<file path="config.mk">
export PLATFORM = sky130hd
export DESIGN_NAME = scd_exp_arg
export DESIGN_NICKNAME = d
export VERILOG_FILES = /design/src/hw/rtl/scd_pkg.sv /design/src/hw/rtl/scd_exp_arg.sv
export SDC_FILE = /design/constraint.sdc
export NUM_CORES = 1
export LEC_CHECK = 0
export BUFFER_PORTS_ARGS = -buffer_cell sky130_fd_sc_hd__buf_2
export CAP_MARGIN = 5
export CORE_UTILIZATION = 38
export CTS_CLUSTER_SIZE = 28
export DETAILED_ROUTE_END_ITERATION = 10
export HOLD_SLACK_MARGIN = 0.12
export PLACE_DENSITY = 0.62
export SYNTH_ARGS = -nofsm -noshare
export SYNTH_HDL_FRONTEND = slang
export SYNTH_SLANG_ARGS = --single-unit
</file>
<file path="constraint.sdc">
create_clock -name clk_i -period 8.7 [get_ports clk_i]
set_input_delay 0.87 -clock clk_i [delete_from_list [all_inputs] [get_ports clk_i]]
set_output_delay 0.87 -clock clk_i [all_outputs]
set_load 0.02 [all_outputs]
</file>
<file path="src/hw/rtl/scd_pkg.sv">
// Shared types, widths, constants and constant tables of the stain
// deconvolution pixel pipeline. No dependencies.
package scd_pkg;

  // Formats and widths
  localparam int COEF_FRAC_BITS = 12;
  localparam int COEF_W         = 18;
  localparam int PIX_W          = 8;
  localparam int PIX_N          = 1 << PIX_W;
  localparam int OUT_W          = 8;
  localparam int CFG_IDX_W      = 2;

  localparam int OD_W           = 17;               // Q9.8 signed density
  localparam int PROD_W         = OD_W + COEF_W;
  localparam int SUM_W          = PROD_W + 2;
  localparam int ONE_POS        = 8 + COEF_FRAC_BITS;

  localparam int D16_W          = 26;               // 255 - s in Q16
  localparam int LOG_W          = 33;               // log2(255) in Q30
  localparam int NUM_W          = LOG_W + 1 + D16_W;
  localparam int DIV_SHIFT      = 26;
  localparam int DIV_SH         = 8;                // 255 = 2^8 - 1
  localparam int X_W            = 32;
  localparam int RECIP_SHIFT    = 40;
  localparam int RECIP_W        = 33;

  localparam int FRAC_W         = 20;
  localparam int IDX_W          = 6;
  localparam int REM_W          = FRAC_W - IDX_W;
  localparam int Y_W            = 24;
  localparam int SH_W           = Y_W - FRAC_W;
  localparam int SH_MAX         = 9;
  localparam int EXP_N          = (1 << IDX_W) + 1;
  localparam int EXP_IDX_W      = IDX_W + 1;
  localparam int EXP_W          = 32;
  localparam int DIFF_W         = 26;
  localparam int OUT_SHIFT      = 32;
  localparam int V_W            = EXP_W + SH_MAX + 1;

  // Special outcomes of the density sum
  typedef enum logic [1:0] {
    SPC_NONE = 2'd0,
    SPC_SAT  = 2'd1,
    SPC_ZERO = 2'd2
  } spc_e;

  // Register map of the coefficient port
  typedef enum logic [CFG_IDX_W-1:0] {
    REG_COEF_RED   = 2'd0,
    REG_COEF_GREEN = 2'd1,
    REG_COEF_BLUE  = 2'd2
  } cfg_reg_e;

  localparam logic signed [COEF_W-1:0] COEF_RED_RST   = 18'sd4096;
  localparam logic signed [COEF_W-1:0] COEF_GREEN_RST = 18'sd0;
  localparam logic signed [COEF_W-1:0] COEF_BLUE_RST  = 18'sd0;

  typedef struct packed {
    logic signed [COEF_W-1:0] red;
    logic signed [COEF_W-1:0] green;
    logic signed [COEF_W-1:0] blue;
  } coef_t;

  typedef struct packed {
    spc_e           spc;
    logic [X_W-1:0] x;
    logic [Y_W-1:0] q_est;
  } arg_t;

  // Datapath constants
  localparam logic signed [SUM_W-1:0] S_BASE     = SUM_W'(longint'(255) <<< ONE_POS);
  localparam logic signed [SUM_W-1:0] S_ZERO_LIM = SUM_W'(longint'(288) <<< ONE_POS);
  localparam logic signed [NUM_W-1:0] NUM_HALF   = NUM_W'(longint'(255) <<< (DIV_SHIFT - 1));
  localparam logic [X_W-1:0]          X_OFS      = X_W'(longint'(255) <<< (FRAC_W + 1));
  localparam logic [RECIP_W-1:0]      RECIP      =
    RECIP_W'((longint'(1) <<< RECIP_SHIFT) / 255);
  localparam logic [X_W-1:0]          DIV_255    = X_W'((1 << DIV_SH) - 1);
  localparam logic [SH_W-1:0]         SH_LIMIT   = SH_W'(SH_MAX);
  localparam logic [V_W-1:0]          ROUND_OUT  = V_W'(longint'(1) <<< (OUT_SHIFT - 1));
  localparam logic [V_W-OUT_SHIFT-1:0] RES_MAX   = (V_W-OUT_SHIFT)'(255);
  localparam logic [OUT_W-1:0]        OUT_MAX    = OUT_W'(255);

  // log2(n) in Q30 for n in 1..256, by repeated squaring
  function automatic logic [63:0] log2_q30(input logic [63:0] n);
    logic [63:0] x;
    logic [63:0] frac;
    int unsigned k;
    k    = 0;
    frac = '0;
    while (k < 8 && (n >> (k + 1)) != 64'd0) k++;
    x = n << (30 - k);
    for (int i = 0; i < 30; i++) begin
      x    = (x * x) >> 30;
      frac = frac << 1;
      if (x >= (64'd2 << 30)) begin
        x       = x >> 1;
        frac[0] = 1'b1;
      end
    end
    return (64'(k) << 30) | frac;
  endfunction

  localparam logic [LOG_W-1:0]      LOG255_Q30 = LOG_W'(log2_q30(64'd255));
  localparam logic signed [LOG_W:0] LOG255_S   = {1'b0, LOG255_Q30};

  // Floor quotient of two unsigned values, one bit per step (table build only)
  function automatic logic [63:0] udiv64(input logic [63:0] n, input logic [63:0] d);
    logic [63:0] q;
    logic [63:0] r;
    q = '0;
    r = '0;
    for (int i = 63; i >= 0; i--) begin
      r = {r[62:0], n[i]};
      if (r >= d) begin
        r    = r - d;
        q[i] = 1'b1;
      end
    end
    return q;
  endfunction

  typedef logic signed [OD_W-1:0] od_table_t [PIX_N];

  function automatic od_table_t build_od_table();
    od_table_t tab;
    longint    num;
    longint    t;
    for (int v = 0; v < PIX_N; v++) begin
      num = longint'(65280) * (longint'(LOG255_Q30) - longint'(log2_q30(64'(v + 1))));
      t   = num + (longint'(LOG255_Q30) >>> 1) + 64 * longint'(LOG255_Q30);
      tab[v] = OD_W'(longint'(udiv64(64'(t), 64'(LOG255_Q30))) - 64);
    end
    return tab;
  endfunction

  localparam od_table_t OD_TABLE = build_od_table();

  function automatic logic [63:0] isqrt64(input logic [63:0] n_in);
    logic [63:0] n;
    logic [63:0] r;
    logic [63:0] b;
    n = n_in;
    r = '0;
    b = 64'd1 << 62;
    while (b > n) b = b >> 2;
    while (b != 64'd0) begin
      if (n >= r + b) begin
        n = n - (r + b);
        r = (r >> 1) + b;
      end else begin
        r = r >> 1;
      end
      b = b >> 2;
    end
    return r;
  endfunction

  typedef logic [EXP_W-1:0] exp_table_t [EXP_N];

  // 2^(k/64) in Q30
  function automatic exp_table_t build_exp_table();
    exp_table_t  tab;
    logic [63:0] c;
    logic [63:0] e;
    c = 64'd2 << 30;
    for (int k = 0; k < 6; k++) c = isqrt64(c << 30);
    e      = 64'd1 << 30;
    tab[0] = EXP_W'(e);
    for (int k = 1; k < EXP_N; k++) begin
      e      = (e * c + (64'd1 << 29)) >> 30;
      tab[k] = EXP_W'(e);
    end
    return tab;
  endfunction

  localparam exp_table_t EXP_TABLE = build_exp_table();

endpackage

</file>
<file path="src/hw/rtl/scd_exp_arg.sv">
// Exponent argument: classify the sum, scale by log2(255), divide by 255 with
// a reciprocal multiply. Four register stages. Depends on scd_pkg.
module scd_exp_arg (
  input  logic                              clk_i,
  input  logic                              rst_ni,
  input  logic                              in_valid_i,
  output logic                              in_ready_o,
  input  logic signed [scd_pkg::SUM_W-1:0]  sum_i,
  output logic                              out_valid_o,
  input  logic                              out_ready_i,
  output scd_pkg::arg_t                     arg_o
);

  logic v1_q, v2_q, v3_q, v4_q;
  logic ld1, ld2, ld3, ld4;

  scd_pkg::spc_e spc_d, spc1_q, spc2_q, spc3_q, spc4_q;

  logic signed [scd_pkg::SUM_W:0]            diff_s;
  logic signed [scd_pkg::D16_W-1:0]          d16_q;
  logic signed [scd_pkg::NUM_W-1:0]          num_q;
  logic signed [scd_pkg::NUM_W-1:0]          num_rnd;
  logic [scd_pkg::X_W-1:0]                   x_d, x3_q, x4_q;
  logic [scd_pkg::X_W+scd_pkg::RECIP_W-1:0]  recip_prod;
  logic [scd_pkg::Y_W-1:0]                   q_est_q;

  assign ld4        = !v4_q || out_ready_i;
  assign ld3        = !v3_q || ld4;
  assign ld2        = !v2_q || ld3;
  assign ld1        = !v1_q || ld2;
  assign in_ready_o = ld1;

  always_ff @(posedge clk_i or negedge rst_ni) begin
    if (!rst_ni) begin
      v1_q <= 1'b0;
      v2_q <= 1'b0;
      v3_q <= 1'b0;
      v4_q <= 1'b0;
    end else begin
      if (ld1) v1_q <= in_valid_i;
      if (ld2) v2_q <= v1_q;
      if (ld3) v3_q <= v2_q;
      if (ld4) v4_q <= v3_q;
    end
  end

  // Non-positive sum saturates high, a sum of 288 or more rounds to zero
  always_comb begin
    if (sum_i[scd_pkg::SUM_W-1] || sum_i == '0) begin
      spc_d = scd_pkg::SPC_SAT;
    end else if (sum_i >= scd_pkg::S_ZERO_LIM) begin
      spc_d = scd_pkg::SPC_ZERO;
    end else begin
      spc_d = scd_pkg::SPC_NONE;
    end
  end

  assign diff_s     = (scd_pkg::SUM_W+1)'(scd_pkg::S_BASE) - (scd_pkg::SUM_W+1)'(sum_i);
  assign num_rnd    = num_q + scd_pkg::NUM_HALF;
  // floor(n / (255 * 2^26)) = floor(floor(n / 2^26) / 255); offset keeps it positive
  assign x_d        = scd_pkg::X_W'(num_rnd >>> scd_pkg::DIV_SHIFT) + scd_pkg::X_OFS;
  assign recip_prod = x3_q * scd_pkg::RECIP;

  always_ff @(posedge clk_i) begin
    if (ld1) begin
      spc1_q <= spc_d;
      d16_q  <= scd_pkg::D16_W'(diff_s >>> (scd_pkg::COEF_FRAC_BITS - 8));
    end
    if (ld2) begin
      spc2_q <= spc1_q;
      num_q  <= scd_pkg::LOG255_S * d16_q;
    end
    if (ld3) begin
      spc3_q <= spc2_q;
      x3_q   <= x_d;
    end
    if (ld4) begin
      spc4_q  <= spc3_q;
      x4_q    <= x3_q;
      q_est_q <= recip_prod[scd_pkg::RECIP_SHIFT +: scd_pkg::Y_W];
    end
  end

  assign out_valid_o = v4_q;
  assign arg_o.spc   = spc4_q;
  assign arg_o.x     = x4_q;
  assign arg_o.q_est = q_est_q;

endmodule

</file>
* Word level (Yosys, flattened, before mapping)
Cells that the tools add are included.
** Word-level totals
- Bits in registers :: 181
- Bits in latches :: 0
- Memory bits (writable) :: 0
- Bits in read-only memories :: 0
- Input port bits :: 41
- Output and inout port bits :: 60
- Logic and storage cells :: 30
- Memories kept :: 0
** Operators by class
- $add $sub $neg :: 3
- $mul :: 2
- Divide/modulo/power cells :: 0
- $lt $le $gt $ge :: 1
- Equal/unequal tests :: 0
- Shifts and indexed selects :: 0
- Muxes and demuxes :: 1
- Bitwise gates (word level) :: 0
- Reduce and logical (&&, ||, !) cells :: 10
** Operators by type and width (number)
- $mul 32x33->64 const B :: 1
- $add 58x34->58 const B :: 1
- $mul 31x26->55 const A :: 1
- $ge 37x30->1 const B :: 1
- $logic_not 37->1 :: 1
- $add 32x29->32 const B :: 1
- $sub 29x30->30 const A :: 1
- $logic_or 1x1->1 :: 5
- $logic_not 1->1 :: 4
- $mux 2 :: 1

* Logic depth before layout (Yosys ltp)
- Depth in word-level cells :: 5
- Depth in mapped cells :: 26
- Mapped depth without buffers :: 25

* Least setup slack after synthesis
OpenSTA, ideal clock, no wires.
- Path kind :: reg-to-reg
- From :: register d16_q[14] (netlist bit)
- To :: register num_q[56] (netlist bit), data pin
- Library setup time :: 0.258 ns
- Data arrival time :: 6.921 ns
- Required time :: 8.442 ns
- Slack :: 1.521 ns
- Stages on the path, launching flop included :: 25
- Path buffers :: 1
- Clock period less this slack :: 7.179 ns
- Cells stage by stage :: edfxtp_1 fa_1 inv_1 fa_1 inv_1 fa_1 inv_1 fa_1 fa_1 inv_1 fa_1 inv_1 fa_1 inv_1 ha_1 clkbuf_1 nand4_1 nor2_1 nand2_1 a2111oi_2 o31ai_1 or3_1 o31a_1 o21ba_2 xnor2_1
** On the way
- Word-level cells in the longest chain between the ends :: 1
** RTL lines
- from (decl) :: RTL line scd_exp_arg.sv:20 : logic signed [scd_pkg::D16_W-1:0] d16_q;
- from (signal assigned) :: RTL line scd_exp_arg.sv:67 : d16_q <= scd_pkg::D16_W'(diff_s >>> (scd_pkg::COEF_FRAC_BITS - 8));
- $mul 31x26->55 :: RTL line scd_exp_arg.sv:71 : num_q <= scd_pkg::LOG255_S * d16_q;
- to (signal assigned) :: RTL line scd_exp_arg.sv:71
- to (decl) :: RTL line scd_exp_arg.sv:21 : logic signed [scd_pkg::NUM_W-1:0] num_q;
Every way passes these cells.
A chain may end at the register's enable or synchronous reset.

* Worst setup path after layout
Same ends and word-level chain as after synthesis.

==> metrics.txt <==
clock slew at reported path FFs ~0.090 ns; highest achievable clock rate around 130 MHz; TritonCTS clock tree yes; Initial DRT Pass Iterations 5; ordered list of cells on the worst path fa_1, inv_1, fa_1, inv_1, fa_1, inv_1, fa_1, fa_1, inv_1, fa_1, inv_1, fa_1, inv_1, ha_1, nand4_1, nor2_1, nand2_1, a2111oi_2, o31ai_1, or3_1, o31a_1, o21ba_2, xnor2_1; global-route wire length before repair 97350 um; cell area after synthesis 24320 um^2; worst hold path type primary input to asynchronous set/reset pin; number of vias in the routed layout 15970; most common cell after layout, fill and taps aside sky130_fd_sc_hd__inv_1; routed length per placed instance 19.28 um; clock period minus worst slack 7.987 ns; synth unique cells 64; Sinks on Clock Net 159; Core Rows 92; Setup Viol. Count Final 0; effective utilization at floorplan 38.49%; synthesized instance count roughly 2300; Die W 255.0 um; number of cells after detailed placement 3228; core area 63200 um^2; post-layout util 41.97%; final hold vios 0; post-synthesis to final-layout area growth 9.037%; global routing usage summed across all routing layers 20.19%; clock latency on the worst-skew pair 0.50 ns; GPL Wtd Cong 0.9510; Via density approximately 5; post-route non-filler standard cell count 3260; highest fanout seen on the critical path 8; clock root buffer master sky130_fd_sc_hd__clkbuf_16; count of yosys warnings during synthesis 0; most frequent cells in the layout 589 x sky130_fd_sc_hd__inv_1, 462 x sky130_fd_sc_hd__ha_1, 352 x sky130_fd_sc_hd__fa_1; data arrival time of the worst path 8.23 ns; worst hold-check slack 0.1685 ns; transition at the pin with the smallest max-transition slack 1.139 ns; pin count of the biggest net entering global routing 59; number of hold buffers added after cts 0; # resized after CTS 0; Slowest cell on crit path sky130_fd_sc_hd__fa_1; Worst setup EP type flop; DRC violation count after routing 0; total clock buffers created by CTS 17; post-DP HPWL approximately 56000 um; total congestion overflow after global routing 0; synthesized flop and latch total 159; sequential element share of the synthesized area 19.55%; post-CTS setup buffer count 0; fraction of layout cells with a size suffix above 1 under 10%; remaining antenna violation count after routing 0; critical path start-end classification flop to flop; final worst-path cycle share 91.80%; CP peak stage delay 0.79 ns; number of max-cap violations 0; worst-case clock buffer depth 2; setup_tns 0 ns; mean cell area of the mapped netlist 10.64 um^2; critical path data required time 8.94 ns; Max Slew Vio Count 0; Die Area 65030 um^2; aggregate routed wire length 62860 um; final setup skew 0.02867 ns; H-tree levels 4; EDFF count, synth 155; # nets final roughly 3300; Slew headroom 23.07%; antenna violations before repair 0; status finished, final reports clean; RSZ-0062 raised after global routing false; FFs w/ async S/R, synth 2.516%; chip height about 260 um; I/O pin count ~100; antenna diode count 0; number of port buffers 100; DR iter-0 viols 727; CP Launch Type flop; flip-flop cell with the highest count after synthesis sky130_fd_sc_hd__edfxtp_1; cell occurring most often along the worst timing path sky130_fd_sc_hd__fa_1; vias in the first global route 17320; net count of the mapped netlist 3141
-- registers in the layout, summed over array words and instances (netlist names) --
| register | count |
|---|---|
| num_q | 33 |
| x3_q | 32 |
| x4_q | 32 |
| d16_q | 26 |
| q_est_q | 24 |
| spc1_q | 2 |
| spc2_q | 2 |
| spc3_q | 2 |
| spc4_q | 2 |
| out_valid_o | 1 |
| v1_q | 1 |
| v2_q | 1 |
| v3_q | 1 |
-- logic make-up (layout without fill, tap and decap cells) --
group	after synthesis	count (layout)	share of synthesized area, %
AND/OR/NAND/NOR	305	305	6.610
adder cells (fa/ha/maj)	814	814	52.73
multiplexers	2	2	0.08230
buffers and inverters	600	728	9.269
AO/OA/AOI/OAI	287	287	7.474
flip-flops	159	159	19.55
XOR/XNOR	119	119	4.285
-- synth_stat cells (19+ instances only) --
library cell / number / area share [%]
sky130_fd_sc_hd__o21bai_1: 19 / 0.59
sky130_fd_sc_hd__inv_1: 590 / 9.1
sky130_fd_sc_hd__ha_1: 462 / 24
sky130_fd_sc_hd__nand3_1: 34 / 0.70
sky130_fd_sc_hd__fa_1: 352 / 29
sky130_fd_sc_hd__nand4_1: 23 / 0.59
sky130_fd_sc_hd__o21ai_0: 54 / 1.1
sky130_fd_sc_hd__nand2_1: 84 / 1.3
sky130_fd_sc_hd__nor2_1: 53 / 0.82
sky130_fd_sc_hd__edfxtp_1: 155 / 19
sky130_fd_sc_hd__xnor2_1: 78 / 2.8
sky130_fd_sc_hd__a21o_1: 24 / 0.74
sky130_fd_sc_hd__nor3_1: 22 / 0.45
sky130_fd_sc_hd__xor2_1: 41 / 1.5
sky130_fd_sc_hd__a21oi_1: 100 / 2.1
-- layout make-up --
type | instances | area (um^2)
Clock inverter | 15 | 203.9
Fill cell | 6087 | 36670
Clock buffer | 17 | 425.4
Multi-Input combinational cell | 1527 | 17320
Inverter | 590 | 2215
Tap cell | 846 | 1059
Timing Repair Buffer | 106 | 545.5
Sequential cell | 159 | 4755
-- critical path: cells and delay by family, from the launching register on --
kind	cells	cell delay [ns]
compound gates	4	1.15
xor+xnor	1	0.11
fa+ha+maj	8	4.39
buf+inv	6	0.54
flops	1	0.57
simple gates	4	0.96
-- per-layer routing --
metal	track usage [%]	wire [um]	vias to the layer above	part of all wire, %
li1	-	-	7720	-
met1	25.90	28330	7901	45
met2	36.18	31510	295	50
met3	2.461	1992	52	3.2
met4	4.397	1027	0	1.6
met5	0	0	-	0
-- through the flow --
step / area, um^2 / setup WS [ns]
floorplan: 24320 / 1.521
global placement: 25890 / 0.8963
detailed placement: 25890 / 0.7880
CTS: 26520 / 0.7283
global route: 26520 / 0.1774
finish: 26520 / 0.7133
-- path summary, 6_finish.rpt --
path / from / end / slack, ns / cells after the start
max: d16_q[14] / num_q[56] / 0.71 / 23
min: rst_ni / v3_q / 0.17 / 1
max reg2reg: d16_q[14] / num_q[56] / 0.71 / 23
min reg2reg: spc3_q[1] / spc4_q[1] / 0.42 / 0
max in group asynchronous: rst_ni / out_valid_o / 8.42 / 1
min in group clk_i: spc3_q[1] / spc4_q[1] / 0.42 / 0
Power is left out: the tool's default activity adds up to more than one toggle a clock period on the data nets, which glitch-free logic cannot reach.
