**src/hw/rtl/scd_pkg.sv**
```systemverilog
// Shared types, widths, constants and constant tables of the stain
// deconvolution pixel pipeline. No dependencies.
package scd_pkg;

  // Formats and widths
  localparam int COEF_FRAC_BITS = 12;
  localparam int COEF_W         = 18;
  localparam int PIX_W          = 8;
  localparam int PIX_N          = 1 << PIX_W;
  localparam int OUT_W          = 8;
  localparam int CFG_IDX_W      = 2;

  localparam int OD_W           = 17;               // Q9.8 signed density
  localparam int PROD_W         = OD_W + COEF_W;
  localparam int SUM_W          = PROD_W + 2;
  localparam int ONE_POS        = 8 + COEF_FRAC_BITS;

  localparam int D16_W          = 26;               // 255 - s in Q16
  localparam int LOG_W          = 33;               // log2(255) in Q30
  localparam int NUM_W          = LOG_W + 1 + D16_W;
  localparam int DIV_SHIFT      = 26;
  localparam int DIV_SH         = 8;                // 255 = 2^8 - 1
  localparam int X_W            = 32;
  localparam int RECIP_SHIFT    = 40;
  localparam int RECIP_W        = 33;

  localparam int FRAC_W         = 20;
  localparam int IDX_W          = 6;
  localparam int REM_W          = FRAC_W - IDX_W;
  localparam int Y_W            = 24;
  localparam int SH_W           = Y_W - FRAC_W;
  localparam int SH_MAX         = 9;
  localparam int EXP_N          = (1 << IDX_W) + 1;
  localparam int EXP_IDX_W      = IDX_W + 1;
  localparam int EXP_W          = 32;
  localparam int DIFF_W         = 26;
  localparam int OUT_SHIFT      = 32;
  localparam int V_W            = EXP_W + SH_MAX + 1;

  // Special outcomes of the density sum
  typedef enum logic [1:0] {
    SPC_NONE = 2'd0,
    SPC_SAT  = 2'd1,
    SPC_ZERO = 2'd2
  } spc_e;

  // Register map of the coefficient port
  typedef enum logic [CFG_IDX_W-1:0] {
    REG_COEF_RED   = 2'd0,
    REG_COEF_GREEN = 2'd1,
    REG_COEF_BLUE  = 2'd2
  } cfg_reg_e;

  localparam logic signed [COEF_W-1:0] COEF_RED_RST   = 18'sd4096;
  localparam logic signed [COEF_W-1:0] COEF_GREEN_RST = 18'sd0;
  localparam logic signed [COEF_W-1:0] COEF_BLUE_RST  = 18'sd0;

  typedef struct packed {
    logic signed [COEF_W-1:0] red;
    logic signed [COEF_W-1:0] green;
    logic signed [COEF_W-1:0] blue;
  } coef_t;

  typedef struct packed {
    spc_e           spc;
    logic [X_W-1:0] x;
    logic [Y_W-1:0] q_est;
  } arg_t;

  // Datapath constants
  localparam logic signed [SUM_W-1:0] S_BASE     = SUM_W'(longint'(255) <<< ONE_POS);
  localparam logic signed [SUM_W-1:0] S_ZERO_LIM = SUM_W'(longint'(288) <<< ONE_POS);
  localparam logic signed [NUM_W-1:0] NUM_HALF   = NUM_W'(longint'(255) <<< (DIV_SHIFT - 1));
  localparam logic [X_W-1:0]          X_OFS      = X_W'(longint'(255) <<< (FRAC_W + 1));
  localparam logic [RECIP_W-1:0]      RECIP      =
    RECIP_W'((longint'(1) <<< RECIP_SHIFT) / 255);
  localparam logic [X_W-1:0]          DIV_255    = X_W'((1 << DIV_SH) - 1);
  localparam logic [SH_W-1:0]         SH_LIMIT   = SH_W'(SH_MAX);
  localparam logic [V_W-1:0]          ROUND_OUT  = V_W'(longint'(1) <<< (OUT_SHIFT - 1));
  localparam logic [V_W-OUT_SHIFT-1:0] RES_MAX   = (V_W-OUT_SHIFT)'(255);
  localparam logic [OUT_W-1:0]        OUT_MAX    = OUT_W'(255);

  // log2(n) in Q30 for n in 1..256, by repeated squaring
  function automatic logic [63:0] log2_q30(input logic [63:0] n);
    logic [63:0] x;
    logic [63:0] frac;
    int unsigned k;
    k    = 0;
    frac = '0;
    while (k < 8 && (n >> (k + 1)) != 64'd0) k++;
    x = n << (30 - k);
    for (int i = 0; i < 30; i++) begin
      x    = (x * x) >> 30;
      frac = frac << 1;
      if (x >= (64'd2 << 30)) begin
        x       = x >> 1;
        frac[0] = 1'b1;
      end
    end
    return (64'(k) << 30) | frac;
  endfunction

  localparam logic [LOG_W-1:0]      LOG255_Q30 = LOG_W'(log2_q30(64'd255));
  localparam logic signed [LOG_W:0] LOG255_S   = {1'b0, LOG255_Q30};

  // Floor quotient of two unsigned values, one bit per step (table build only)
  function automatic logic [63:0] udiv64(input logic [63:0] n, input logic [63:0] d);
    logic [63:0] q;
    logic [63:0] r;
    q = '0;
    r = '0;
    for (int i = 63; i >= 0; i--) begin
      r = {r[62:0], n[i]};
      if (r >= d) begin
        r    = r - d;
        q[i] = 1'b1;
      end
    end
    return q;
  endfunction

  typedef logic signed [OD_W-1:0] od_table_t [PIX_N];

  function automatic od_table_t build_od_table();
    od_table_t tab;
    longint    num;
    longint    t;
    for (int v = 0; v < PIX_N; v++) begin
      num = longint'(65280) * (longint'(LOG255_Q30) - longint'(log2_q30(64'(v + 1))));
      t   = num + (longint'(LOG255_Q30) >>> 1) + 64 * longint'(LOG255_Q30);
      tab[v] = OD_W'(longint'(udiv64(64'(t), 64'(LOG255_Q30))) - 64);
    end
    return tab;
  endfunction

  localparam od_table_t OD_TABLE = build_od_table();

  function automatic logic [63:0] isqrt64(input logic [63:0] n_in);
    logic [63:0] n;
    logic [63:0] r;
    logic [63:0] b;
    n = n_in;
    r = '0;
    b = 64'd1 << 62;
    while (b > n) b = b >> 2;
    while (b != 64'd0) begin
      if (n >= r + b) begin
        n = n - (r + b);
        r = (r >> 1) + b;
      end else begin
        r = r >> 1;
      end
      b = b >> 2;
    end
    return r;
  endfunction

  typedef logic [EXP_W-1:0] exp_table_t [EXP_N];

  // 2^(k/64) in Q30
  function automatic exp_table_t build_exp_table();
    exp_table_t  tab;
    logic [63:0] c;
    logic [63:0] e;
    c = 64'd2 << 30;
    for (int k = 0; k < 6; k++) c = isqrt64(c << 30);
    e      = 64'd1 << 30;
    tab[0] = EXP_W'(e);
    for (int k = 1; k < EXP_N; k++) begin
      e      = (e * c + (64'd1 << 29)) >> 30;
      tab[k] = EXP_W'(e);
    end
    return tab;
  endfunction

  localparam exp_table_t EXP_TABLE = build_exp_table();

endpackage

```
**src/hw/rtl/scd_exp2.sv**
```systemverilog
// Power of two: quotient correction, table interpolation, shift and round to
// the output register. Four register stages. Depends on scd_pkg.
module scd_exp2 (
  input  logic                        clk_i,
  input  logic                        rst_ni,
  input  logic                        in_valid_i,
  output logic                        in_ready_o,
  input  scd_pkg::arg_t               arg_i,
  output logic                        out_valid_o,
  input  logic                        out_ready_i,
  output logic [scd_pkg::OUT_W-1:0]   stain_intensity_o
);

  logic v1_q, v2_q, v3_q, v4_q;
  logic ld1, ld2, ld3, ld4;

  scd_pkg::spc_e spc1_q, spc2_q, spc3_q;

  logic [scd_pkg::X_W-1:0]                    rem_x;
  logic [scd_pkg::Y_W-1:0]                    y;
  logic [scd_pkg::SH_W-1:0]                   sh_d, sh1_q, sh2_q, sh3_q;
  logic [scd_pkg::IDX_W-1:0]                  idx1_q;
  logic [scd_pkg::REM_W-1:0]                  rem1_q, rem2_q;
  logic [scd_pkg::EXP_W-1:0]                  e0_q, m_q;
  logic [scd_pkg::DIFF_W-1:0]                 de_q;
  logic [scd_pkg::DIFF_W+scd_pkg::REM_W-1:0]  interp;
  logic [scd_pkg::EXP_IDX_W-1:0]              idx_lo, idx_hi;
  logic [scd_pkg::V_W-1:0]                    shifted, rounded;
  logic [scd_pkg::V_W-scd_pkg::OUT_SHIFT-1:0] res;
  logic [scd_pkg::OUT_W-1:0]                  res_sat, out_d, out_q;

  assign ld4        = !v4_q || out_ready_i;
  assign ld3        = !v3_q || ld4;
  assign ld2        = !v2_q || ld3;
  assign ld1        = !v1_q || ld2;
  assign in_ready_o = ld1;

  always_ff @(posedge clk_i or negedge rst_ni) begin
    if (!rst_ni) begin
      v1_q <= 1'b0;
      v2_q <= 1'b0;
      v3_q <= 1'b0;
      v4_q <= 1'b0;
    end else begin
      if (ld1) v1_q <= in_valid_i;
      if (ld2) v2_q <= v1_q;
      if (ld3) v3_q <= v2_q;
      if (ld4) v4_q <= v3_q;
    end
  end

  // Estimate is exact or one low: bump it when the remainder reaches 255
  assign rem_x = arg_i.x - ((scd_pkg::X_W'(arg_i.q_est) << scd_pkg::DIV_SH)
                 - scd_pkg::X_W'(arg_i.q_est));
  assign y     = (rem_x >= scd_pkg::DIV_255) ? arg_i.q_est + scd_pkg::Y_W'(1) : arg_i.q_est;
  assign sh_d  = (y[scd_pkg::Y_W-1:scd_pkg::FRAC_W] > scd_pkg::SH_LIMIT)
                 ? scd_pkg::SH_LIMIT : y[scd_pkg::Y_W-1:scd_pkg::FRAC_W];

  assign idx_lo = scd_pkg::EXP_IDX_W'(idx1_q);
  assign idx_hi = idx_lo + scd_pkg::EXP_IDX_W'(1);
  assign interp = de_q * rem2_q;

  assign shifted = scd_pkg::V_W'(m_q) << sh3_q;
  assign rounded = shifted + scd_pkg::ROUND_OUT;
  assign res     = rounded[scd_pkg::V_W-1:scd_pkg::OUT_SHIFT];
  assign res_sat = (res > scd_pkg::RES_MAX) ? scd_pkg::OUT_MAX : scd_pkg::OUT_W'(res);

  always_comb begin
    case (spc3_q)
      scd_pkg::SPC_NONE: out_d = res_sat;
      scd_pkg::SPC_SAT:  out_d = scd_pkg::OUT_MAX;
      scd_pkg::SPC_ZERO: out_d = '0;
      default:           out_d = '0;
    endcase
  end

  always_ff @(posedge clk_i) begin
    if (ld1) begin
      spc1_q <= arg_i.spc;
      sh1_q  <= sh_d;
      idx1_q <= y[scd_pkg::FRAC_W-1:scd_pkg::REM_W];
      rem1_q <= y[scd_pkg::REM_W-1:0];
    end
    if (ld2) begin
      spc2_q <= spc1_q;
      sh2_q  <= sh1_q;
      rem2_q <= rem1_q;
      e0_q   <= scd_pkg::EXP_TABLE[idx_lo];
      de_q   <= scd_pkg::DIFF_W'(scd_pkg::EXP_TABLE[idx_hi] - scd_pkg::EXP_TABLE[idx_lo]);
    end
    if (ld3) begin
      spc3_q <= spc2_q;
      sh3_q  <= sh2_q;
      m_q    <= e0_q + scd_pkg::EXP_W'(interp >> scd_pkg::REM_W);
    end
    if (ld4) begin
      out_q <= out_d;
    end
  end

  assign out_valid_o       = v4_q;
  assign stain_intensity_o = out_q;

endmodule
```
**config.mk**
```make
export PLATFORM = sky130hd
export DESIGN_NAME = scd_exp2
export DESIGN_NICKNAME = d
export VERILOG_FILES = /design/src/hw/rtl/scd_pkg.sv /design/src/hw/rtl/scd_exp2.sv
export SDC_FILE = /design/constraint.sdc
export NUM_CORES = 1
export LEC_CHECK = 0
export ABC_AREA = 1
export BUFFER_PORTS_ARGS = -buffer_cell sky130_fd_sc_hd__buf_4
export CORE_MARGIN = 4
export CORE_UTILIZATION = 31
export DETAILED_ROUTE_END_ITERATION = 16
export GPL_TIMING_DRIVEN = 0
export HOLD_SLACK_MARGIN = 0.08
export RECOVER_POWER = 50
export SLEW_MARGIN = 40
export SYNTH_ARGS = -nofsm -noshare
export SYNTH_HDL_FRONTEND = slang
export SYNTH_SLANG_ARGS = --single-unit
```
**constraint.sdc**
```tcl
create_clock -name clk_i -period 6.8 [get_ports clk_i]
set_input_delay 0.68 -clock clk_i [delete_from_list [all_inputs] [get_ports clk_i]]
set_output_delay 0.68 -clock clk_i [all_outputs]
set_load 0.02 [all_outputs]
```
== Word-level counts from Yosys, hierarchy flattened ==
Memories as Yosys holds them, arrays and structs flattened.
Index checks and enable logic that the tools add are counted.

* ROM bits: 8192
* Output and inout bits: 10
* Bits in registers: 154
* Input port bits: 62
* Word-level logic and storage cells: 52
* Memories: 2

{| class="wikitable"
|+ Memories
! name !! depth !! width !! read ports !! clocked after Yosys merged registers in !! wr ports !! RTL line !! source
|-
| (name not given) || 128 || 32 || 1 || 0 || 0 || scd_exp2.sv:89 || <nowiki>de_q <= scd_pkg::DIFF_W'(scd_pkg::EXP_TABLE[idx_hi] - scd_pkg::EXP_TABLE[idx_lo]);</nowiki>
|-
| (name not given) || 128 || 32 || 1 || 0 || 0 || scd_exp2.sv:89 ||
|}

* Mux-type cells: 7
* Add/subtract/negate cells: 7
* Shift operators: 1
* $lt $le $gt $ge: 5
* Bitwise gates (word level): 2
* Reduce and logical (&&, ||, !) cells: 9
* Eq/ne operators: 1
* $mul: 1

{| class="wikitable"
|+ Operators with widths
! cell !! count
|-
| $mux W32 || 2
|-
| $mux W26 || 2
|-
| $add A42 B32 Y42 const B || 1
|-
| $shl A32 B4 Y42 || 1
|-
| $mul A26 B14 Y40 || 1
|-
| $add A32 B26 Y32 || 1
|-
| $ge A32 B8 Y1 const B || 1
|-
| $sub A32 B24 Y32 || 1
|-
| $sub A32 B32 Y32 || 1
|-
| $sub A26 B26 Y26 || 1
|-
| $add A24 B1 Y24 const B || 1
|-
| $mux W24 || 1
|-
| $ge A8 B8 Y1 const B || 2
|-
| $pmux W8 S2 || 1
|-
| $gt A10 B8 Y1 const B || 1
|-
| $mux W8 || 1
|-
| $not A6 Y8 || 1
|-
| $not A7 Y8 || 1
|-
| $add A6 B1 Y7 const B || 1
|-
| $gt A4 B4 Y1 const B || 1
|-
| $logic_not A1 Y1 || 4
|-
| $logic_or A1 B1 Y1 || 4
|-
| $eq A2 B1 Y1 const B || 1
|-
| $logic_not A2 Y1 || 1
|}

== Longest topological paths before layout ==
* Depth after elaboration: 6
* Mapped depth: 39
* Mapped depth without buffers: 37

== Worst setup path after synthesis ==
No wires, ideal clock.

* Kind: reg-to-reg
* Start point: register rem2_q[13] (netlist name)
* End point: register m_q[27] (netlist name), data pin
* Arrival time: 6.933 ns
* Library setup time: 0.252 ns
* Setup slack: -0.385 ns
* Cell stages (with the launch flop): 32
* Period minus slack after synthesis: 7.185 ns
* Path buffers: 2
* Data required time: 6.548 ns
* Cells stage by stage: edfxtp_1 clkbuf_1 clkbuf_1 nand2_1 fa_1 fa_1 inv_1 fa_1 fa_1 fa_1 inv_1 fa_1 inv_1 ha_1 a21oi_1 o21ai_0 a21oi_1 nand2_1 a21oi_1 o21ai_1 a21oi_1 o21ai_1 xor2_1 ha_1 a21oi_1 inv_1 a31oi_1 o21ai_0 a211oi_1 nand2_1 nand2_1 nand2_1

* Cells in the longest elaborated chain, start to end: 2

{| class="wikitable"
|+ Ends and longest elaborated chain
! element !! RTL line !! source
|-
| from (decl) || scd_exp2.sv:23 || <nowiki>logic [scd_pkg::REM_W-1:0] rem1_q, rem2_q;</nowiki>
|-
| from (signal assigned) || scd_exp2.sv:87 || <nowiki>rem2_q <= rem1_q;</nowiki>
|-
| $mul A26 B14 Y40 || scd_exp2.sv:61 || <nowiki>assign interp = de_q * rem2_q;</nowiki>
|-
| $add A32 B26 Y32 || scd_exp2.sv:94 || <nowiki>m_q <= e0_q + scd_pkg::EXP_W'(interp >> scd_pkg::REM_W);</nowiki>
|-
| to (signal assigned) || scd_exp2.sv:94 ||
|-
| to (decl) || scd_exp2.sv:24 || <nowiki>logic [scd_pkg::EXP_W-1:0] e0_q, m_q;</nowiki>
|}

Every way passes these cells.
A chain may end at the register's enable or synchronous reset.

== Worst setup path after layout ==
* Start point: register de_q[10] (netlist name)
* End point: register m_q[28] (netlist name), data pin

* Cells in the longest elaborated chain, start to end: 2

{| class="wikitable"
|+ Ends and longest elaborated chain
! element !! RTL line !! source
|-
| from (decl) || scd_exp2.sv:25 || <nowiki>logic [scd_pkg::DIFF_W-1:0] de_q;</nowiki>
|-
| from (signal assigned) || scd_exp2.sv:89 ||
|-
| $mul A26 B14 Y40 || scd_exp2.sv:61 ||
|-
| $add A32 B26 Y32 || scd_exp2.sv:94 ||
|}

Every way passes these cells.

==> run_summary.xml <==
<?xml version="1.0" encoding="UTF-8"?>
<metrics>
  <group name="sta">
    <metric name="setup_slack_of_the_critical_path_after_layout" unit="ns">-0.556</metric>
    <metric name="min_period" unit="ns">7.36</metric>
    <metric name="worstMarginPinSlew" unit="ns">3.46</metric>
    <metric name="timing.final.setup_violations" unit="">16</metric>
    <metric name="achievable_freq" unit="GHz">0.136</metric>
    <metric name="final.period_utilization" unit="%">108</metric>
    <metric name="relSlewSlack" unit="%">-131</metric>
    <metric name="rsz0062_at_grt" unit="">yes</metric>
    <metric name="fin_worst_skew" unit="ns">0.0111</metric>
    <metric name="hold_viol" unit="">0</metric>
    <metric name="final_max_slew_viol_count" unit="">66</metric>
  </group>
  <group name="setup_path">
    <metric name="critical_path_buf_inv_count" unit="">6</metric>
    <metric name="critical-path-top-delay-family" unit="">adder cells</metric>
    <metric name="timing.critical_path.required" unit="ns">6.98</metric>
    <metric name="max_stage_delay" unit="ns">0.58</metric>
    <metric name="cp.arrival" unit="ns">7.53</metric>
    <metric name="worst_r2r_end" unit="">m_q[28]</metric>
    <metric name="r2r_setup_slack" unit="ns">-0.56</metric>
    <metric name="crit_path_top_delay_cell" unit="">fa_1</metric>
    <metric name="criticalPathCategory" unit="">reg2reg</metric>
    <metric name="start_kind" unit="">flip-flop</metric>
    <metric name="rr_startpoint" unit="">de_q[10]</metric>
    <metric name="start_point_of_the_critical_path" unit="">de_q[10]</metric>
    <metric name="timing.critical_path.mode_cell" unit="">fa_1</metric>
    <metric name="timing.critical_path.fanout_max" unit="">6</metric>
    <metric name="crit_path_end_kind" unit="">flip-flop</metric>
    <metric name="worst_r2r_path_cells" unit="">28</metric>
  </group>
  <group name="clock_network">
    <metric name="clkSinkCount" unit="">136</metric>
    <metric name="cts_tree" unit="">done</metric>
    <metric name="clk_pin_slew" unit="ns">0.06</metric>
    <metric name="tritoncts.num_buffers" unit="">17</metric>
    <metric name="cts_max_level" unit="">4</metric>
    <metric name="insertion_delay" unit="ns">0.43</metric>
    <metric name="clk_path_buf_depth" unit="">2</metric>
    <metric name="clock_tree_root_driver_cell" unit="">clkbuf_16</metric>
  </group>
  <group name="hold_path">
    <metric name="timing.hold.worst_endpoint" unit="">rem2_q[10]</metric>
    <metric name="hold_start" unit="">rem1_q[10]</metric>
    <metric name="hold-path-cell-count" unit="">0</metric>
    <metric name="worstHoldPathType" unit="">reg2reg</metric>
  </group>
  <group name="logic_synthesis">
    <metric name="synth_top_cell_area_share" unit="%">21.6</metric>
    <metric name="postSynthNetCount" unit="">4711</metric>
    <metric name="syn_avg_cell_area" unit="sq um">6.92</metric>
    <metric name="post_synthesis_cell_count" unit="">4102</metric>
    <metric name="asyncSetResetFlopFracSynth" unit="%">2.94</metric>
    <metric name="ys_seq_area_share" unit="%">14.3</metric>
    <metric name="synthesis.yosys.warnings" unit="">0</metric>
    <metric name="unique_masters_post_synth" unit="">60</metric>
    <metric name="netlist_area" unit="sq um">28400</metric>
    <metric name="ys_ff_latch" unit="">136</metric>
    <metric name="largest_cells_by_area_after_synthesis" unit="">fa_1 22%, nand2_1 14%, edfxtp_1 14%, inv_1 12%, ha_1 11%</metric>
    <metric name="netlist.top_cell.by_area" unit="">fa_1</metric>
    <metric name="number_of_flops_mapped_to_enable_cells_by_yosys" unit="">132</metric>
    <metric name="synthFlopType" unit="">edfxtp_1</metric>
  </group>
  <group name="placement">
    <metric name="gp_congestion" unit="">0.987</metric>
    <metric name="io_port_bufs" unit="">71</metric>
    <metric name="dp.final_hpwl" unit="mm">85.6</metric>
  </group>
  <group name="floorplanning">
    <metric name="fp.dieArea" unit="sq um">96500</metric>
    <metric name="num_io_pins" unit="">72</metric>
    <metric name="core.rowCount" unit="">110</metric>
    <metric name="initial_core_util" unit="%">31.4</metric>
    <metric name="die-width" unit="microns">311</metric>
    <metric name="y_dimension_of_the_die" unit="microns">311</metric>
    <metric name="coreArea" unit="sq um">90400</metric>
  </group>
  <group name="global_routing">
    <metric name="overflow" unit="">0</metric>
    <metric name="vias_in_the_first_global_route" unit="">28153</metric>
    <metric name="globalRouteTotalUtil" unit="%">22.1</metric>
    <metric name="grt_start_max_net_pins" unit="">66</metric>
    <metric name="initial_antenna_violation_count" unit="">0</metric>
    <metric name="first_pass_grt_wire_length" unit="mm">167</metric>
  </group>
  <group name="routing">
    <metric name="routedLengthMet1" unit="mm">45.9</metric>
    <metric name="via_per_inst" unit="">5.15</metric>
    <metric name="drtIter0Drc" unit="">2916</metric>
    <metric name="wl_met3" unit="mm">8.44</metric>
    <metric name="route.final.wire_length" unit="mm">110</metric>
    <metric name="drc" unit="">0</metric>
    <metric name="drt_pass1_iterations" unit="">7</metric>
    <metric name="route.detailed.wl_per_inst" unit="microns">20.0</metric>
    <metric name="via_count" unit="">28498</metric>
    <metric name="dr.max_layer_used" unit="">met4</metric>
    <metric name="drtAntennaViolNets" unit="">0</metric>
    <metric name="dr_wl_met2" unit="mm">50.5</metric>
  </group>
  <group name="final_layout">
    <metric name="layout.nets" unit="">4951</metric>
    <metric name="layout-area-overhead-vs-synth" unit="%">22.5</metric>
    <metric name="post-route-util" unit="%">38.5</metric>
    <metric name="regArea" unit="sq um">4060</metric>
    <metric name="post_route_cells_drive_above_1_share" unit="%">15.9</metric>
    <metric name="multiInputGateArea" unit="sq um">22000</metric>
    <metric name="final.fill_count" unit="">9302</metric>
  </group>
  <group name="run">
    <metric name="cap_violations" unit="">1</metric>
  </group>
  <group name="run_status">
    <metric name="status" unit="">finished, violations left</metric>
    <metric name="failing_checks" unit="">max-capacitance violations, max-slew violations, negative setup slack</metric>
  </group>
</metrics>
state kept, by name, summed over array words and instances, names as in the netlist:
| signal | cells |
|---|---|
| stain_intensity_o | 8 |
| m_q | 16 |
| sh2_q | 4 |
| de_q | 26 |
| v1_q | 1 |
| spc2_q | 2 |
| rem1_q | 14 |
| out_valid_o | 1 |
| spc3_q | 2 |
| v3_q | 1 |
| sh3_q | 4 |
| idx1_q | 6 |
| rem2_q | 14 |
| v2_q | 1 |
| e0_q | 30 |
| spc1_q | 2 |
| sh1_q | 4 |
area by class of cell:
class / count / share of cell area [%]
Sequential cell: 136 / 11.7
Timing Repair Buffer: 223 / 5.23
Clock buffer: 17 / 1.22
Clock inverter: 15 / 0.586
Antenna cell: 1 / 0.00720
Buffer: 148 / 3.88
Tap cell: 1176 / 4.23
Multi-Input combinational cell: 2889 / 63.1
Inverter: 927 / 10.0
worst max-delay path by stage:
stage,slack (ns),cells after the start,endpoint
after floorplan,0.001,35,m_q[29]
after global placement,-1.52,34,m_q[28]
after detailed placement,-1.56,34,m_q[26]
after CTS,-0.39,35,m_q[29]
after global routing,-0.76,34,m_q[29]
final,-0.56,28,m_q[28]
layout by cell type (no fill, tap or decap), types with 63 or more instances in the layout:
cell / count
inv_2: 63
nand3_1: 160
ha_1: 199
nor2_1: 219
nand2_1: 1015
buf_4: 183
fa_1: 294
a21oi_1: 142
inv_1: 856
edfxtp_1: 132
o21ai_0: 182
cell usage after synthesis, types with 4 or more instances:
cell	number
o21ai_2	4
nor3_1	53
o32ai_1	4
and2_1	6
inv_1	913
o221ai_1	8
buf_6	4
edfxtp_1	132
a211oi_1	9
o21ai_0	208
dfrtp_1	4
o211ai_1	31
clkbuf_1	117
nand3b_1	5
a21oi_1	183
buf_1	11
a221oi_1	4
xor2_1	67
o31ai_1	10
nor4_1	10
a311oi_1	5
or2_2	8
o311ai_0	8
mux2i_1	5
fa_1	306
buf_2	18
nor2_2	13
o22ai_1	12
nand2_1	1076
o2111ai_1	6
ha_1	241
o21ai_1	32
a31oi_1	33
nand3_1	164
a21o_1	12
nand2_2	8
nand4_1	36
nor2_1	253
xnor2_1	29
o21a_1	12
inv_2	10
a32o_1	4
nor2_4	5
per-layer routing:
layer / vias up / GRT usage, %
li1: 13276 / -
met1: 13515 / 29.5
met2: 1373 / 36.2
met3: 334 / 2.74
met4: 0 / 9.38
met5: - / 0
through the flow:
stage / area, sq um / setup WS, ns / hold slack (ns) / cells / setup TNS, ns
floorplan: 28600 / 0.00110 / 0.384 / 4102 / 0
finish: 34800 / -0.556 / 0.418 / 5532 / -7.10
CTS: 33900 / -0.393 / 0.397 / 5501 / -4.84
global route: 34800 / -0.761 / 0.414 / 5531 / -10.30
detailed placement: 30700 / -1.56 / 0.405 / 5355 / -20.69
global placement: 30600 / -1.52 / 0.401 / 5349 / -22.32
cells by family after synthesis:
| family | after synthesis | synth area share, % |
|---|---|---|
| compound gates | 599 | 12.2 |
| xor+xnor | 96 | 2.96 |
| fa+ha+maj | 547 | 32.2 |
| buf+inv | 1077 | 14.4 |
| flops | 136 | 14.3 |
| mux | 5 | 0.176 |
| simple gates | 1642 | 23.7 |
timing repair:
action                                 in CTS  in global routing
cloned                                      1                  0
hold buffers                                1                  0
pin swaps                                 183                142
buffers inserted                          114                 31
endpoints found under the hold margin       4                  0
gates resized for setup                   353                199
setup endpoints to repair                  16                 24
Power is not shown: default switching activity piles up to over one toggle a cycle in this logic, so the estimate is an artifact.
